===== config.mk =====
export PLATFORM = sky130hd
export DESIGN_NAME = osc_ctrl
export DESIGN_NICKNAME = d
export VERILOG_FILES = /design/src/hdl/osc_pkg.sv /design/src/hdl/osc_ctrl.sv
export SDC_FILE = /design/constraint.sdc
export NUM_CORES = 1
export LEC_CHECK = 0
export ABC_AREA = 1
export BUFFER_PORTS_ARGS = -buffer_cell sky130_fd_sc_hd__buf_2
export CORE_AREA = 2 2 39 41
export DETAILED_ROUTE_END_ITERATION = 10
export DIE_AREA = 0 0 41 43
export GPL_ROUTABILITY_DRIVEN = 0
export PLACE_DENSITY = 0.69
export SYNTH_ARGS = -nofsm -noshare
export SYNTH_HDL_FRONTEND = slang
export SYNTH_SLANG_ARGS = --single-unit

===== constraint.sdc =====
create_clock -name clk -period 1.9 [get_ports clk]
set_input_delay 0.38 -clock clk [delete_from_list [all_inputs] [get_ports clk]]
set_output_delay 0.38 -clock clk [all_outputs]
set_load 0.01 [all_outputs]

===== src/hdl/osc_pkg.sv =====
// shared constants, types and sine table for the open-loop sine commutation block
package osc_pkg;

  // sine table
  localparam int SINE_TABLE_DEPTH = 1024;
  localparam int SINE_IDX_W       = $clog2(SINE_TABLE_DEPTH);

  // register map
  localparam int NUM_REGS  = 5;
  localparam int REG_IDX_W = 3;
  localparam int APB_ADDR_W = $clog2(NUM_REGS * 4);

  localparam logic [REG_IDX_W-1:0] REG_SUPPLY = 3'd0;
  localparam logic [REG_IDX_W-1:0] REG_LIMIT  = 3'd1;
  localparam logic [REG_IDX_W-1:0] REG_ZERO   = 3'd2;
  localparam logic [REG_IDX_W-1:0] REG_POLES  = 3'd3;
  localparam logic [REG_IDX_W-1:0] REG_PWM    = 3'd4;

  localparam logic [15:0] SUPPLY_RST = 16'd12600;
  localparam logic [15:0] LIMIT_RST  = 16'd10000;
  localparam logic [15:0] ZERO_RST   = 16'd0;
  localparam logic [6:0]  POLES_RST  = 7'd7;
  localparam logic [15:0] PWM_RST    = 16'd2399;

  // arithmetic constants
  localparam logic [31:0] DT_MAX     = 32'd500000;
  localparam logic [18:0] DT_DEFAULT = 19'd1000;
  localparam logic [17:0] VEL_GAIN   = 18'd174993;
  localparam logic [15:0] DIV3_RECIP = 16'd43691;
  localparam logic signed [17:0] SQRT3_Q16 = 18'sd113512;
  localparam logic [31:0] QUARTER_TURN = 32'h4000_0000;

  localparam logic [63:0] Q30_ONE     = 64'd1073741824;
  localparam logic [63:0] Q30_PI      = 64'd3373259426;
  localparam logic [63:0] Q30_HALF_PI = 64'd1686629713;
  localparam logic [63:0] Q30_TWO_PI  = 64'd6746518852;

  typedef logic signed [16:0] sine_t;
  typedef sine_t sine_lut_t [SINE_TABLE_DEPTH];

  // sin(2*pi*i/depth) * 2^15, q30 taylor series, rounded
  function automatic sine_lut_t build_sine_lut();
    sine_lut_t   lut;
    logic [63:0] x;
    logic [63:0] x2;
    logic [63:0] t;
    logic [63:0] s;
    logic        neg;
    for (int i = 0; i < SINE_TABLE_DEPTH; i++) begin
      x   = (64'(i) * Q30_TWO_PI) / SINE_TABLE_DEPTH;
      neg = 1'b0;
      if (x >= Q30_PI) begin
        x   = x - Q30_PI;
        neg = 1'b1;
      end
      if (x > Q30_HALF_PI) begin
        x = Q30_PI - x;
      end
      x2 = (x * x) >> 30;
      t  = Q30_ONE;
      t  = Q30_ONE - ((x2 * t) >> 30) / 156;
      t  = Q30_ONE - ((x2 * t) >> 30) / 110;
      t  = Q30_ONE - ((x2 * t) >> 30) / 72;
      t  = Q30_ONE - ((x2 * t) >> 30) / 42;
      t  = Q30_ONE - ((x2 * t) >> 30) / 20;
      t  = Q30_ONE - ((x2 * t) >> 30) / 6;
      s  = (x * t) >> 30;
      s  = (s * 64'd32768 + (64'd1 << 29)) >> 30;
      lut[i] = neg ? -$signed(s[16:0]) : $signed(s[16:0]);
    end
    return lut;
  endfunction

  localparam sine_lut_t SINE_LUT = build_sine_lut();

  // sequencer states
  typedef enum logic [3:0] {
    ST_IDLE,
    ST_DT,
    ST_MUL1,
    ST_MUL2,
    ST_ACC,
    ST_ELEC,
    ST_RDSIN,
    ST_RDCOS,
    ST_AB,
    ST_SB,
    ST_PH,
    ST_MUL3,
    ST_DLD,
    ST_DIV,
    ST_DONE
  } osc_state_t;

  // datapath operations
  typedef enum logic [3:0] {
    OP_NONE,
    OP_LOAD,
    OP_DT,
    OP_MUL1,
    OP_MUL2,
    OP_ACC,
    OP_ELEC,
    OP_RDSIN,
    OP_RDCOS,
    OP_AB,
    OP_SB,
    OP_PH,
    OP_MUL3,
    OP_DLD,
    OP_DIV,
    OP_OUT
  } dp_op_t;

  typedef struct packed {
    dp_op_t     op;
    logic [1:0] phase;
  } osc_cmd_t;

  typedef struct packed {
    logic out_free;
  } osc_stat_t;

endpackage


===== src/hdl/osc_ctrl.sv =====
// sequencer for the commutation datapath
module osc_ctrl (
  input  logic              clk,
  input  logic              rst_n,
  input  logic              in_valid,
  output logic              in_ready,
  input  osc_pkg::osc_stat_t stat,
  output osc_pkg::osc_cmd_t  cmd
);
  import osc_pkg::*;

  osc_state_t state_r, state_nxt;
  logic [1:0] phase_r, phase_nxt;
  logic [2:0] divcnt_r, divcnt_nxt;

  always_ff @(posedge clk) begin
    if (!rst_n) begin
      state_r  <= ST_IDLE;
      phase_r  <= 2'd0;
      divcnt_r <= 3'd0;
    end else begin
      state_r  <= state_nxt;
      phase_r  <= phase_nxt;
      divcnt_r <= divcnt_nxt;
    end
  end

  // next state
  always_comb begin
    state_nxt  = state_r;
    phase_nxt  = phase_r;
    divcnt_nxt = divcnt_r;
    unique case (state_r)
      ST_IDLE:  if (in_valid) state_nxt = ST_DT;
      ST_DT:    state_nxt = ST_MUL1;
      ST_MUL1:  state_nxt = ST_MUL2;
      ST_MUL2:  state_nxt = ST_ACC;
      ST_ACC:   state_nxt = ST_ELEC;
      ST_ELEC:  state_nxt = ST_RDSIN;
      ST_RDSIN: state_nxt = ST_RDCOS;
      ST_RDCOS: state_nxt = ST_AB;
      ST_AB:    state_nxt = ST_SB;
      ST_SB: begin
        state_nxt = ST_PH;
        phase_nxt = 2'd0;
      end
      ST_PH:    state_nxt = ST_MUL3;
      ST_MUL3:  state_nxt = ST_DLD;
      ST_DLD: begin
        state_nxt  = ST_DIV;
        divcnt_nxt = 3'd0;
      end
      ST_DIV: begin
        divcnt_nxt = divcnt_r + 3'd1;
        if (divcnt_r == 3'd7) begin
          if (phase_r == 2'd2) begin
            state_nxt = ST_DONE;
          end else begin
            state_nxt = ST_PH;
            phase_nxt = phase_r + 2'd1;
          end
        end
      end
      ST_DONE:  if (stat.out_free) state_nxt = ST_IDLE;
      default:  state_nxt = ST_IDLE;
    endcase
  end

  // outputs
  always_comb begin
    cmd.phase = phase_r;
    cmd.op    = OP_NONE;
    in_ready  = 1'b0;
    unique case (state_r)
      ST_IDLE: begin
        in_ready = 1'b1;
        if (in_valid) cmd.op = OP_LOAD;
      end
      ST_DT:    cmd.op = OP_DT;
      ST_MUL1:  cmd.op = OP_MUL1;
      ST_MUL2:  cmd.op = OP_MUL2;
      ST_ACC:   cmd.op = OP_ACC;
      ST_ELEC:  cmd.op = OP_ELEC;
      ST_RDSIN: cmd.op = OP_RDSIN;
      ST_RDCOS: cmd.op = OP_RDCOS;
      ST_AB:    cmd.op = OP_AB;
      ST_SB:    cmd.op = OP_SB;
      ST_PH:    cmd.op = OP_PH;
      ST_MUL3:  cmd.op = OP_MUL3;
      ST_DLD:   cmd.op = OP_DLD;
      ST_DIV:   cmd.op = OP_DIV;
      ST_DONE:  if (stat.out_free) cmd.op = OP_OUT;
      default:  cmd.op = OP_NONE;
    endcase
  end

endmodule


[After elaboration in Yosys (flattened, before gate mapping)]
Index checks and enable logic that the tools add are counted.
Widths: inputs -> output; s select.
Word-level totals
  bits in registers: 9
  input port bits: 4
  word-level logic and storage cells: 43
Operators by class
  $add $sub $neg: 2
  equality and inequality tests: 20
  muxes and demuxes: 13
  reduce and logical (&&, ||, !) cells: 5
Operators by type and width (count)
  $pmux 4 s15: 2
  $eq 4x4->1 const B: 7
  $eq 4x3->1 const B: 4
  $mux 4: 4
  $eq 4x2->1 const B: 2
  $ne 2x2->1 const B: 4
  $pmux 3 s2: 1
  $reduce_and 3->1: 2
  $eq 4x1->1 const B: 1
  $logic_not 4->1: 1
  $mux 2: 2
  $pmux 2 s2: 1
  $reduce_bool 2->1: 2
  $add 3x1->3 const B: 1
  $eq 3x3->1 const B: 1
  $mux 3: 1
  $add 2x1->2 const B: 1
  $eq 2x2->1 const B: 1
  $mux 1: 2

[Logic depth before layout (Yosys ltp)]
Gate-level depths: netlist (run 1).
  depth in word-level cells: 4
  depth in mapped cells: 9
  depth with buffers taken out: 9

[Worst setup path after synthesis (run 1)]
Ideal clock, no wire load.
  path kind: register to output
  start: register divcnt_r[0] (netlist name)
  end: output port cmd[2] (netlist bit)
  arrival time: 1069 ps
  required time: 1520 ps
  setup slack: 451 ps
  cell stages (with the launch flop): 7
  buffers on the path: 0
  path through: dfxtp_1 > ha_1 > ha_1 > inv_1 > nand3_4 > nand2_4 > nor3_1
RTL lines
  end: declaration: line osc_ctrl.sv:8  | output osc_pkg::osc_cmd_t cmd

==> impl_metrics.json, run 1 <==
{
  "postCtsSetupBuffers": 0,
  "dieArea_mm2": 0.00176,
  "cts_root_buf": "clkbuf_4",
  "hold_viol_final": 0,
  "core-area_mm2": 0.00138,
  "p_int_uw": 307,
  "die_w_um": 41,
  "synthToLayoutAreaGrowth_pct": 16.2,
  "slowest_delay_ns": 0.46,
  "min_path_cells": 3,
  "ys_types": 21,
  "syn_area_um2": 633,
  "placedCellCount": 121,
  "synth_async_sr_flop_share_pct": 0,
  "reg2reg_from": "phase_r[0]",
  "drcViolationCount": 0,
  "crit_fanout": 6,
  "period_minus_slack_ns": 1.81,
  "wl_per_cell_um": 10.6,
  "antenna_found_initial": 0,
  "drtPass1Iterations": 4,
  "clkTransAtPathRegs_ns": 0.06,
  "cts_tree": "yes",
  "worstMarginPinSlew_ns": 0.287,
  "setup_ws_ns": 0.0857,
  "via_count": 634,
  "ff2ff_setup_slack_ns": 0.56,
  "grt_pass1_vias": 552,
  "maxCapViolCount": 0,
  "die_y_um": 43,
  "stdcell_area_um2": 736,
  "cts_hold_buf": 0,
  "combPwrFrac_pct": 19.7,
  "n_antenna_cell": 0,
  "clk_latency_ns": 0.26,
  "ir_drop_uv": 321,
  "avgViaCountPerCell": 5.07,
  "synth_fp_nets": 102,
  "cts_buffers": 3,
  "h-tree-depth": 1,
  "p_seq_share_pct": 47.0,
  "dpl_cell_area_um2": 703,
  "yosys-top-cells-count": "nand2_1 (24), nor2_1 (17), inv_1 (10)",
  "synth_area_leaders": "dfxtp_1 (28%), nand2_1 (14%), nor2_1 (10%)",
  "track_usage_pct": 18.1,
  "hp-start": "rst_n",
  "synth_top_cell_by_area": "dfxtp_1",
  "required_ns": 1.52,
  "reg2reg_to": "phase_r[1]",
  "ys_seq_elements": 9,
  "start_util_pct": 45.8,
  "hp-class": "primary input to flop",
  "synth_edf_count": 0,
  "endpoint_kind": "output port",
  "syn_avg_cell_area_um2": 6.66,
  "synth_warnings": 0,
  "fillers": 146,
  "layout.nets": 117,
  "reg2reg_depth": 8,
  "critPathSlowestCell": "dfxtp_1",
  "p_sw_share_pct": 28.8,
  "p_per_area_mw_per_mm2": 586,
  "fmax_mhz": 551,
  "cts_max_path_buffers": 2,
  "clock_sinks": 9,
  "port_buffers": 10,
  "setup_tns_ns": 0,
  "critPathLaunchType": "flop",
  "clockPowerShare_pct": 33.3,
  "synthFlopType": "dfxtp_1",
  "io_pins": 11,
  "min_to": "state_r[3]",
  "netlist.area_leader.share_pct": 28.5,
  "min_period_over_period_pct": 95.5,
  "path_cells": "inv_2 -> nor2_2 -> nand2_1 -> and3_1 -> nand2_1 -> buf_2",
  "worst-setup-path-type": "flop to output port",
  "fin_cells": 125,
  "initialDrtViolationCount": 15,
  "grt_max_degree": 8,
  "worst_ep_arrival_time_ns": 1.43,
  "wl_um": 1320,
  "setup_violations": 0,
  "ys_seq_area_share_pct": 28.5,
  "fin_worst_skew_ns": 0.00147,
  "fin_hold_ws_ns": 0.407,
  "hpwlAfterDp_um": 1040,
  "path_common_cell": "nand2_1",
  "p_switching_uw": 124,
  "cts_repair_resize_count": 0,
  "syn_inst": 95,
  "power_leakage_uw": 0.000375,
  "status": "finished clean",
  "drive_gt1_share_pct": 26.6,
  "num_rows": 14,
  "dp_slack_ns": 0.368,
  "grt_overflow": 0,
  "grt_first_pass_wirelength_um": 2100,
  "slew_headroom_pct": 80.8,
  "ant_nets": 0,
  "synth_most_common_cell": "nand2_1",
  "slew_viol_final": 0
}
==> power by group through the flow <==
stage	clock [uW]	sequential, uW	combinational (uW)
floorplan	0	204	57.8
global placement	0	205	82.5
detailed placement	0	206	82.6
CTS	152	201	83.2
global route	164	203	94.4
finish	144	203	84.8
==> flip-flops by register name, summed over array words and instances, names as in the netlist <==
name and cells:
state_r 4, phase_r 2, divcnt_r 3
==> through the flow <==
| stage | util (%) | total power, uW |
|---|---|---|
| 4_1_cts | 52.7 | 437 |
| 6_report | 53.2 | 431 |
| 3_3_place_gp | 50.8 | 288 |
| 2_1_floorplan | - | 262 |
| 3_5_place_dp | 50.8 | 288 |
| 5_1_grt | 53.2 | 462 |
==> worst max-delay path by stage <==
stage,startpoint,end,cells past startpoint
final,state_r[0],cmd[5],6
after global routing,state_r[0],cmd[4],6
after CTS,divcnt_r[0],cmd[2],7
after global placement,divcnt_r[0],cmd[2],7
after detailed placement,divcnt_r[0],cmd[2],7
after floorplan,divcnt_r[0],cmd[2],6
==> critical path, delay by kind of cell, from the launching register on <==
kind	cells	cell delay [ns]
simple gates	4	0.52
flops	1	0.46
buf+inv	2	0.21
==> cells by family (layout without fill, tap and decap cells) <==
group | after synthesis | in the layout | synth area share (%)
buffers and inverters | 13 | 27 | 8.50
AND/OR/NAND/NOR | 59 | 59 | 48.0
flip-flops | 9 | 9 | 28.5
adder cells (fa/ha/maj) | 3 | 3 | 5.93
AO/OA/AOI/OAI | 11 | 11 | 9.09
==> per-layer routing <==
metal,GRT usage (%),share of wire (%),up-vias
li1,-,-,328
met1,22.5,45,280
met2,25.9,46,19
met3,1.57,4.2,7
met4,16.7,4.3,0
met5,0,0,-
==> cell usage in the layout (no fill, tap or decap), drive strengths merged <==
master	Yosys	routed
buf	0	10
ha	3	3
clkbuf	0	4
nand3b	2	2
clkinv	1	1
inv	12	12
and3	1	1
a31oi	2	2
nand3	3	3
nor2	22	22
nand2	29	29
dfxtp	9	9
a21oi	6	6
o21ai	3	3
nor3	2	2
==> cell type report <==
| class | count | area, um^2 | area share (%) |
|---|---|---|---|
| Multi-Input combinational cell | 73 | 404 | 54.9 |
| Tap cell | 16 | 20.0 | 2.72 |
| Sequential cell | 9 | 181 | 24.7 |
| Inverter | 13 | 53.8 | 7.31 |
| Timing Repair Buffer | 10 | 50.0 | 6.80 |
| Clock buffer | 4 | 26.3 | 3.57 |
(Power assumes the default switching activity.)
==> run 2, diff against run 1 <==
==> constraint.sdc (replaced) <==
create_clock -name clk -period 1.9 [get_ports clk]
set_input_delay 0.095 -clock clk [delete_from_list [all_inputs] [get_ports clk]]
set_output_delay 0.095 -clock clk [all_outputs]
set_load 0.01 [all_outputs]
==> impl_metrics.json, run 2 (synthesis results as in run 1) <==
{
  "largestRegisters": "state_r: 4 flops, divcnt_r: 3 flops, phase_r: 2 flops",
  "avgViaCountPerCell": 4.89,
  "status": "finished clean",
  "setup_violations": 0,
  "initialDrtViolationCount": 6,
  "layout.nets": 117,
  "num_rows": 14,
  "core-area_mm2": 0.00138,
  "wl_per_cell_um": 9.97,
  "largest_register_ff_count": 4,
  "cts_hold_buf": 0,
  "power.total_uw": 428,
  "setup_tns_ns": 0,
  "postCtsSetupBuffers": 0,
  "dpl_cell_area_um2": 703,
  "drcViolationCount": 0,
  "track_usage_pct": 17.5,
  "top_register": "state_r",
  "slew_headroom_pct": 83.1,
  "ir_drop_uv": 360,
  "grt_first_pass_wirelength_um": 2110,
  "fmax_mhz": 650,
  "min_period_over_period_pct": 81.0,
  "min_path_cells": 3,
  "drtPass1Iterations": 4,
  "drive_gt1_share_pct": 25.7,
  "ant_nets": 0,
  "clock_sinks": 9,
  "grt_overflow": 0,
  "crit_fanout": 5,
  "critPathLaunchType": "flop",
  "synthToLayoutAreaGrowth_pct": 15.4,
  "maxCapViolCount": 0,
  "cts_max_path_buffers": 2,
  "min_to": "divcnt_r[0]",
  "reg2reg_from": "phase_r[0]",
  "stdcell_area_um2": 731,
  "cts_root_buf": "clkbuf_4",
  "slew_viol_final": 0,
  "hpwlAfterDp_um": 1040,
  "io_pins": 11,
  "worst-setup-path-type": "flop to output port",
  "clkTransAtPathRegs_ns": 0.06,
  "port_buffers": 10,
  "critPathLaunch": "divcnt_r[0]",
  "n_antenna_cell": 0,
  "required_ns": 1.80,
  "placedCellCount": 121,
  "power_leakage_uw": 0.000376,
  "fin_cells": 125,
  "cts_buffers": 3,
  "cts_tree": "yes",
  "wl_um": 1250,
  "h-tree-depth": 1,
  "p_per_area_mw_per_mm2": 585,
  "die_y_um": 43,
  "worst_ep_arrival_time_ns": 1.44,
  "clk_latency_ns": 0.26,
  "antenna_found_initial": 0,
  "final_core_util_pct": 52.8,
  "hold_viol_final": 0,
  "grt_max_degree": 8,
  "reg2reg_depth": 8,
  "endpoint_kind": "output port",
  "worstMarginPinSlew_ns": 0.252,
  "grt_pass1_vias": 561,
  "cts_repair_resize_count": 0,
  "via_count": 611,
  "rsz0062_at_grt": "false",
  "hp-class": "primary input to flop",
  "period_minus_slack_ns": 1.54,
  "hp-start": "rst_n",
  "final_cell_mix": "nand2_1 (24), nor2_1 (17), inv_1 (10), buf_2 (10), dfxtp_1 (9)",
  "start_util_pct": 45.8,
  "reg2reg_to": "phase_r[1]",
  "dieArea_mm2": 0.00176,
  "final_common_cell": "nand2_1",
  "ff2ff_setup_slack_ns": 0.60,
  "fin_worst_skew_ns": 0.00697,
  "die_w_um": 41
}
run 2: stage by stage:
stage | hold WS (ns) | setup slack [ns]
floorplan | 0.222 | 0.673
global placement | 0.385 | 0.640
detailed placement | 0.394 | 0.628
CTS | 0.109 | 0.340
global route | 0.115 | 0.243
finish | 0.122 | 0.360
run 2: worst max path at each step:
stage                 end  slack, ns  cells after the start
5_1_grt            cmd[5]       0.24                      6
4_1_cts            cmd[2]       0.34                      7
3_5_place_dp   phase_r[1]       0.63                      8
6_report           cmd[2]       0.36                      7
3_3_place_gp   state_r[0]       0.64                      9
2_1_floorplan  phase_r[1]       0.67                      8
run 2: per-layer routing:
layer / track usage (%) / up-vias / wire length [um]
li1: - / 330 / -
met1: 21.2 / 273 / 580
met2: 27.5 / 6 / 621
met3: 1.57 / 2 / 31
met4: 12.0 / 0 / 12
met5: 0 / - / 0
run 2: critical path: stages (launching register included):
cell and delay [ns]:
dfxtp_1 0.32, ha_1 0.21, ha_1 0.18, inv_1 0.09
nand3_4 0.11, nand2_4 0.09, nor3_1 0.04, buf_2 0.14
run 2: final cells by class:
class                   count  area (um^2)
fillers                   160          653
flip-flops and latches      9          180
clock inverters             1         5.00
repair buffers             10         50.0
clock buffers               3         22.5
well taps                  16         20.0
multi-input cells          73          399
inverters                  13         53.8
run 2: power by group:
group	switching (uW)	internal [uW]	leakage, uW	total [uW]
registers	8.22	194	0.0000729	202
clock network	66.3	77.5	0.0000177	144
logic	50.8	31.3	0.000285	82.1
==> run 3, diff against run 2 <==
- clock period: 1.9 -> 1.45 ns (I/O delays scaled with it)
==> impl_metrics.json, run 3 (synthesis results as in run 1) <==
{
  "crit_fanout": 6,
  "drtPass1Iterations": 4,
  "slowest_delay_ns": 0.40,
  "status": "finished clean",
  "hold_viol_final": 0,
  "num_rows": 14,
  "grt_max_degree": 8,
  "ant_nets": 0,
  "io_pins": 11,
  "placedCellCount": 121,
  "power_leakage_uw": 0.000410,
  "hpwlAfterDp_um": 1100,
  "drcViolationCount": 0,
  "clock_sinks": 9,
  "synthToLayoutAreaGrowth_pct": 37.5,
  "final_cell_mix": "nand2_1 (20), nor2_1 (16), inv_1 (9), buf_2 (9)",
  "die_y_um": 43,
  "antenna_found_initial": 0,
  "p_per_area_mw_per_mm2": 704,
  "largestRegisters": "state_r: 4 flops, divcnt_r: 3 flops, phase_r: 2 flops",
  "clkTransAtPathRegs_ns": 0.06,
  "final_core_util_pct": 62.9,
  "cpLargestDelayFamily": "simple AND/OR/NAND/NOR gates",
  "worst-setup-path-type": "flop to output port",
  "cts_tree": "yes",
  "critPathSlowestCell": "dfxtp_4",
  "initialDrtViolationCount": 5,
  "critPathLaunchType": "flop",
  "core-area_mm2": 0.00138,
  "via_count": 652,
  "dieArea_mm2": 0.00176,
  "path_cells": "inv_4 -> nand2_4 -> nor2_2 -> nor2_1 -> and3_4 -> nand2_1 -> buf_2",
  "port_buffers": 10,
  "drive_gt1_share_pct": 43.5,
  "grt_overflow": 0,
  "final_common_cell": "nand2_1",
  "cts_hold_buf": 0,
  "maxCapViolCount": 0,
  "avgViaCountPerCell": 4.98,
  "cts_max_path_buffers": 2,
  "slew_viol_final": 0,
  "start_util_pct": 45.8,
  "fmax_mhz": 707,
  "n_antenna_cell": 0,
  "setup_violations": 0,
  "grt_pass1_vias": 556,
  "endpoint_kind": "output port",
  "h-tree-depth": 1,
  "cts_buffers": 3,
  "path_buf_inv": 2,
  "fin_cells": 131,
  "hp-class": "primary input to flop",
  "rsz0062_at_grt": "true",
  "layout.nets": 123,
  "cts_root_buf": "clkbuf_4",
  "min_period_over_period_pct": 97.6,
  "largest_register_ff_count": 4,
  "slew_headroom_pct": 82.6,
  "worstMarginPinSlew_ns": 0.259,
  "worst_ep_arrival_time_ns": 1.34,
  "required_ns": 1.38,
  "top_register": "state_r",
  "clk_latency_ns": 0.26,
  "wl_um": 1460,
  "fin_worst_skew_ns": 0.00748,
  "die_w_um": 41,
  "ir_drop_uv": 359,
  "track_usage_pct": 19.6,
  "period_minus_slack_ns": 1.42,
  "wl_per_cell_um": 11.1,
  "grt_first_pass_wirelength_um": 2280
}
run 3: cell types whose count changed in the layout (fill, tap and decap cells not counted), sizes merged:
cell    before  now
buf         10   16
clkbuf       3    4
clkinv       2    1
run 3: path summary, 6_finish.rpt:
kind / to / slack, ns / depth (start not counted) / startpoint
setup / recovery: cmd[5] / 0.03 / 7 / state_r[0]
hold / removal: state_r[0] / 0.09 / 3 / rst_n
setup reg to reg: state_r[3] / 0.15 / 10 / divcnt_r[0]
hold reg to reg: divcnt_r[0] / 0.48 / 1 / divcnt_r[0]
run 3: layout make-up:
cell class,instances,area [um^2]
fill,122,513
inverter,13,61.3
sequential,9,195
multi-input combinational,73,467
clock buffer,4,26.3
tap,16,20.0
timing repair buffer,16,101
run 3: layer usage:
layer	track usage [%]	share of wire [%]	vias up
met5	0	0	-
met4	12.0	2.7	0
met3	3.14	2.1	5
met2	31.6	53	9
met1	22.7	42	295
li1	-	-	343
run 3: worst min-delay path, delay by kind of cell:
family                 cells  cell delay, ns
buffers and inverters      1            0.13
and+or+nand+nor            2            0.11
run 3: where the power goes:
part | internal (uW) | switching, uW | total (uW)
combinational | 67.0 | 81.6 | 149
sequential | 253 | 16.9 | 270
clock | 106 | 88.4 | 194
total | 426 | 187 | 613
run 3: repair_timing:
| item | in CTS | in global routing |
|---|---|---|
| pin swaps | 1 | 4 |
| setup endpoints to repair | 3 | 6 |
| buffers inserted | 2 | 4 |
| gates resized for setup | 6 | 24 |
run 3: metrics by stage:
stage / power [uW] / hold WS (ns) / worst slack (ns) / TNS, ns / cell area, um^2
floorplan: 343 / 0.200 / 0.223 / 0 / 633
global route: 655 / 0.0768 / -0.0492 / -0.0790 / 871
finish: 613 / 0.0913 / 0.0349 / 0 / 871
CTS: 580 / 0.0765 / 0.00235 / 0 / 752
global placement: 378 / 0.362 / 0.203 / 0 / 703
detailed placement: 379 / 0.360 / 0.196 / 0 / 703
